<file path="config.mk">
export PLATFORM = sky130hd
export DESIGN_NAME = rmt_div_cell
export DESIGN_NICKNAME = d
export VERILOG_FILES = /design/src/hw/rtl/assert_macros.svh /design/src/hw/rtl/rmt_pkg.sv /design/src/hw/rtl/rmt_div_cell.sv
export SDC_FILE = /design/constraint.sdc
export NUM_CORES = 1
export LEC_CHECK = 0
export ABC_CLOCK_PERIOD_IN_PS = 4800
export BUFFER_PORTS_ARGS = -buffer_cell sky130_fd_sc_hd__buf_2
export CORE_AREA = 5 5 399 401
export CTS_BUF_LIST = sky130_fd_sc_hd__clkbuf_8
export CTS_CLUSTER_DIAMETER = 40
export DETAILED_ROUTE_END_ITERATION = 10
export DIE_AREA = 0 0 404 406
export REMOVE_ABC_BUFFERS = 1
export SYNTH_ARGS = -nofsm -noshare
export SYNTH_HDL_FRONTEND = slang
export SYNTH_SLANG_ARGS = --single-unit
</file>
<file path="constraint.sdc">
create_clock -name i_clk -period 4.8 [get_ports i_clk]
set_clock_uncertainty 0.15 [all_clocks]
set_input_delay 0.96 -clock i_clk [delete_from_list [all_inputs] [get_ports i_clk]]
set_output_delay 0.96 -clock i_clk [all_outputs]
set_load 0.05 [all_outputs]
</file>
<file path="src/hw/rtl/assert_macros.svh">
// Assertion helpers for the RTL.
`ifndef ASSERT_MACROS_SVH
`define ASSERT_MACROS_SVH

// Clocked property, disabled while reset is asserted.
`define ASSERT_CLK(lbl, prop, msg) \
    lbl: assert property (@(posedge i_clk) disable iff (!i_rst_n) prop) else $error(msg);

// Condition that must never hold.
`define ASSERT_NEVER(lbl, cond, msg) \
    `ASSERT_CLK(lbl, !(cond), msg)

`endif

</file>
<file path="src/hw/rtl/rmt_pkg.sv">
package rmt_pkg;

    localparam int CW   = 16;   // input component width
    localparam int DW   = 34;   // dot product width
    localparam int PW   = 68;   // product of two dot products
    localparam int NW   = 67;   // determinant and numerators
    localparam int SW   = 88;   // coordinate numerator, signed
    localparam int MW   = 87;   // its magnitude
    localparam int RW   = 100;  // divider remainder and shifted divisor
    localparam int QW   = 33;   // quotient bits built by the cell chain
    localparam int LIMW = 24;   // limit register width
    localparam int OW   = 32;   // output coordinate width
    localparam int LAT  = 42;   // transfer to strobe, in cycles

    localparam logic [LIMW-1:0] LIMIT_RST = 24'd1678;

    localparam logic [1:0] ST_OK       = 2'd0;
    localparam logic [1:0] ST_PARALLEL = 2'd1;
    localparam logic [1:0] ST_BEHIND   = 2'd2;

    localparam logic [OW-1:0] PT_MAX = 32'h7FFF_FFFF;
    localparam logic [OW-1:0] PT_MIN = 32'h8000_0000;

    typedef struct packed {
        logic                   vld;
        logic [1:0]             status;
        logic [2:0]             sat;
        logic [2:0]             neg;
        logic [2:0][RW-1:0]     rem;
        logic [2:0][QW-1:0]     quo;
        logic [RW-1:0]          dsh;
    } t_cell;

endpackage

</file>
<file path="src/hw/rtl/rmt_div_cell.sv">
module rmt_div_cell (
    input  logic            i_clk,
    input  logic            i_rst_n,
    input  rmt_pkg::t_cell  i_cell,
    output rmt_pkg::t_cell  o_cell
);

    rmt_pkg::t_cell r_cell;
    rmt_pkg::t_cell n_cell;

    // one restoring step per lane, then halve the divisor for the next cell
    always_comb begin
        n_cell     = i_cell;
        n_cell.dsh = i_cell.dsh >> 1;
        for (int k = 0; k < 3; k++) begin
            if (i_cell.rem[k] >= i_cell.dsh) begin
                n_cell.rem[k] = i_cell.rem[k] - i_cell.dsh;
                n_cell.quo[k] = {i_cell.quo[k][rmt_pkg::QW-2:0], 1'b1};
            end else begin
                n_cell.quo[k] = {i_cell.quo[k][rmt_pkg::QW-2:0], 1'b0};
            end
        end
    end

    always_ff @(posedge i_clk) begin
        if (!i_rst_n) begin
            r_cell.vld <= 1'b0;
        end else begin
            r_cell <= n_cell;
        end
    end

    assign o_cell = r_cell;

endmodule

</file>
# Word-level counts from Yosys, hierarchy flattened
# Index checks and enable logic that the tools add are counted.
# totals
input_bits	510
elab_cells	23
regBits	507
out_inout_bits	508
# classes
order_cmp	3
n_addsub	3
muxes	6
# ops
op	n
$ge A100 B100 Y1	3
$mux W100	3
$sub A100 B100 Y100	3
$mux W1	3

# Longest topological paths before layout
# depth
depth_word	2
ltp_mapped	18
ltp_nobuf	15

# Least setup slack after synthesis
# Ideal clock, no wire load.
# synth_path
kind	input to register
from	input port i_cell[19] (netlist name)
to	register r_cell (netlist bit o_cell[293]) (data pin)
path_buffers	1
stages	13
slack_ps	530
arrival_ps	3841
required_time_ps	4371
setup_time_ps	279
cell_sequence	inv_1 ha_1 clkbuf_1 nand4_1 or4_4 a2111oi_4 o31ai_2 o21a_1 o32a_1 a2111o_1 a21oi_2 mux2i_1 a311oi_2
# synth_rtl
item	line	text
from (decl)	rmt_div_cell.sv:4	input rmt_pkg::t_cell i_cell,
to (signal assigned)	rmt_div_cell.sv:29	r_cell <= n_cell;
to (decl)	rmt_div_cell.sv:8	rmt_pkg::t_cell r_cell;

==> results.cfg <==
[status]
status = finished clean

[finish]
multi_input_comb_area_mm2 = 0.0214
final_core_util = 0.355
fillers = 16200
nNetsFinal = 7059
drive_gt1_frac = 0.350
largest_reg_flops = 507
area_growth_pct = 44.0
regArea_mm2 = 0.0152

[routing]
post_drt_wl_per_cell_um = 25.5
highest_layer = met5
drc = 0
wl_met1_um = 92400
vias_per_cell = 5.03
vias = 42400
drt_iter0_markers = 3867
drtAntennaViolNets = 0
dr_wl_met3_um = 18200
drt-total-wl_um = 215000
firstDrtPassIters = 6
dr_wl_met2_um = 96100

[power]
p_sw_uw = 7690
netSwitchingFraction = 0.419
pwr-share-clk = 0.254
share_comb_of_total_power = 0.430
ir_worst_vdd_mv = 0.181
seq_power_share = 0.316
power.internal_uw = 10600
power.density_mw_per_mm2 = 332
p_leak_uw = 0.0250

[timing]
min_period_over_period = 0.962
tightest_slew_ns = 1.01
whs_ns = 0.150
rsz0062_at_grt = false
fin_crit_ns = 4.62
setup_viol_count_final = 0
max_freq_mhz = 217
timing.final.hold_violations = 0
worst_slew_margin_rel = 0.329
finalMaxSlewViolations = 0

[logic_synthesis]
netlist_area_mm2 = 0.0383
yosys_register_bits = 507
syn_inst = 4334
synth-seq-area-share = 0.397
async_flop_share = 0
synth_edf_count = 506
synth_warnings = 0
synthFlopType = edfxtp_1
synth_cell_types = 89
avgSynthCellArea_um2 = 8.84

[floorplanning]
dieArea_mm2 = 0.164
die_height_um = 406
dieWidth_um = 404
core-area_mm2 = 0.155
rows = 145
initial_core_util = 0.247
io_pins = 1018

[placed_design]
dp_hpwl_um = 188000
port_buffers = 1013
gp_congestion = 1.02

[clocking]
root_buffer = clkbuf_8
numCtsBuffers = 102
cts_tree = built
clock_sinks = 507
cts_buffer_depth = 3
cts_setup_buffers = 0
cts_htree_levels = 3
clk_pin_slew_ns = 0.07

[critical_path]
path_max_fanout = 58
worstPathRequired_ns = 5.16
path_class = primary input to flip-flop
endpoint_kind = flip-flop
critPathArrivalTime_ns = 4.98
critPathLaunchType = primary input

[grt]
grt_overflow = 0
grt_pass1_vias = 41000
grt_usage = 0.248
antenna_found_initial = 92
grt_max_degree = 85
grt_pass1_wl_um = 294000

[hold_path]
min_to = o_cell[156]
holdPathStages = 1
min_from = i_cell[155]
hp-class = primary input to flip-flop

[run]
cap_violations = 0
layout make-up:
type,count,area share
inverters,231,0.0158
clock buffers,102,0.0254
repair buffers,2017,0.234
clock inverters,82,0.0124
multi-input cells,3387,0.388
well taps,2058,0.0467
diodes,39,0.00177
flip-flops and latches,507,0.276
logic make-up after synthesis:
kind of cell,Yosys count,synth area share
AOI/OAI and AO/OA,1488,0.235
and+or+nand+nor,1314,0.157
DFF,507,0.397
buffers and inverters,440,0.0457
adders and majority gates,303,0.0995
xor gates and xnor gates,258,0.0590
muxes,23,0.00660
other,1,0.0000979
Yosys cell counts (35+ instances only):
cell,instances,area [um^2]
a21oi_1,680,3400
edfxtp_1,506,15200
nor2_1,481,1810
nand2_1,374,1400
ha_1,300,3750
o21ai_0,258,1290
inv_1,229,860
xnor2_1,153,1340
nand4_1,145,907
clkbuf_1,139,522
a21o_1,138,1040
o21bai_1,106,796
xor2_1,105,920
nor3_1,78,390
buf_2,66,330
nand3_1,48,240
o31ai_1,40,300
o21a_1,36,270
a31oi_1,35,219
metrics by stage:
| stage | area, um^2 | std cells | power (uW) | setup slack (ns) | setup TNS (ns) |
|---|---|---|---|---|---|
| 6_report | 55200 | 8423 | 18300 | 0.182 | 0 |
| 5_1_grt | 55100 | 8401 | 19200 | 0.0492 | 0 |
| 4_1_cts | 55100 | 8384 | 18400 | 0.0601 | 0 |
| 3_5_place_dp | 53000 | 8200 | 13700 | -1.18 | -118.41 |
| 3_3_place_gp | 53000 | 8200 | 13700 | -1.23 | -104.10 |
| 2_1_floorplan | 37400 | 4125 | 10300 | -7.43 | -869.28 |
metal layers:
| metal | GRT usage | up-vias |
|---|---|---|
| li1 | - | 19900 |
| met1 | 0.328 | 20400 |
| met2 | 0.394 | 1744 |
| met3 | 0.0599 | 334 |
| met4 | 0.0919 | 26 |
| met5 | 0 | - |
worst max-delay path by stage:
stage / startpoint / to / slack [ns] / cells past startpoint
after global routing: i_cell[0] / o_cell[383] / 0.05 / 20
after detailed placement: i_cell[0] / o_cell[393] / -1.18 / 18
after global placement: i_cell[0] / o_cell[393] / -1.23 / 18
final: i_cell[27] / o_cell[410] / 0.18 / 15
after CTS: i_cell[0] / o_cell[393] / 0.06 / 18
after floorplan: i_cell[16] / o_cell[100] / -7.43 / 9
power groups by stage:
stage,registers (uW),logic (uW),clock network (uW)
final,5780,7880,4660
after global routing,5810,8360,5000
after CTS,5790,7840,4800
after detailed placement,5870,7800,0
after global placement,5870,7790,0
after floorplan,7630,2700,0
worst max-delay path, cell delays in order:
cell and delay, ns:
buf_2 0.09, inv_1 0.09, buf_4 0.20, ha_1 0.30, and2_1 0.14, nand4_1 0.13
nor4_1 0.58, nand2_1 0.25, a2111oi_4 0.53, o211ai_1 0.34, a2111oi_4 0.47, o21ai_4 0.13
inv_4 0.29, buf_12 0.29, a21oi_1 0.11
placed cells by master (no fill, tap or decap), types with 35 or more instances in the layout:
| cell | Yosys | layout |
|---|---|---|
| diode_2 | 0 | 39 |
| nand2_1 | 374 | 374 |
| edfxtp_1 | 506 | 506 |
| nand3_1 | 48 | 48 |
| ha_1 | 300 | 300 |
| nor2_1 | 481 | 480 |
| a21oi_1 | 680 | 680 |
| xor2_1 | 105 | 105 |
| a21o_1 | 138 | 138 |
| nor3_1 | 78 | 77 |
| nand4_1 | 145 | 145 |
| o21bai_1 | 106 | 106 |
| o31ai_1 | 40 | 39 |
| a31oi_1 | 35 | 35 |
| buf_2 | 66 | 1012 |
| o21a_1 | 36 | 36 |
| xnor2_1 | 153 | 153 |
| o21ai_0 | 258 | 258 |
| buf_4 | 2 | 980 |
| inv_1 | 229 | 252 |
| clkbuf_8 | 0 | 102 |
what timing repair did:
action / CTS / global route
gates resized for setup: 2 / 3
setup endpoints to repair: 1 / 13
hold buffers: 0 / 0
(Power assumes the default switching activity.)
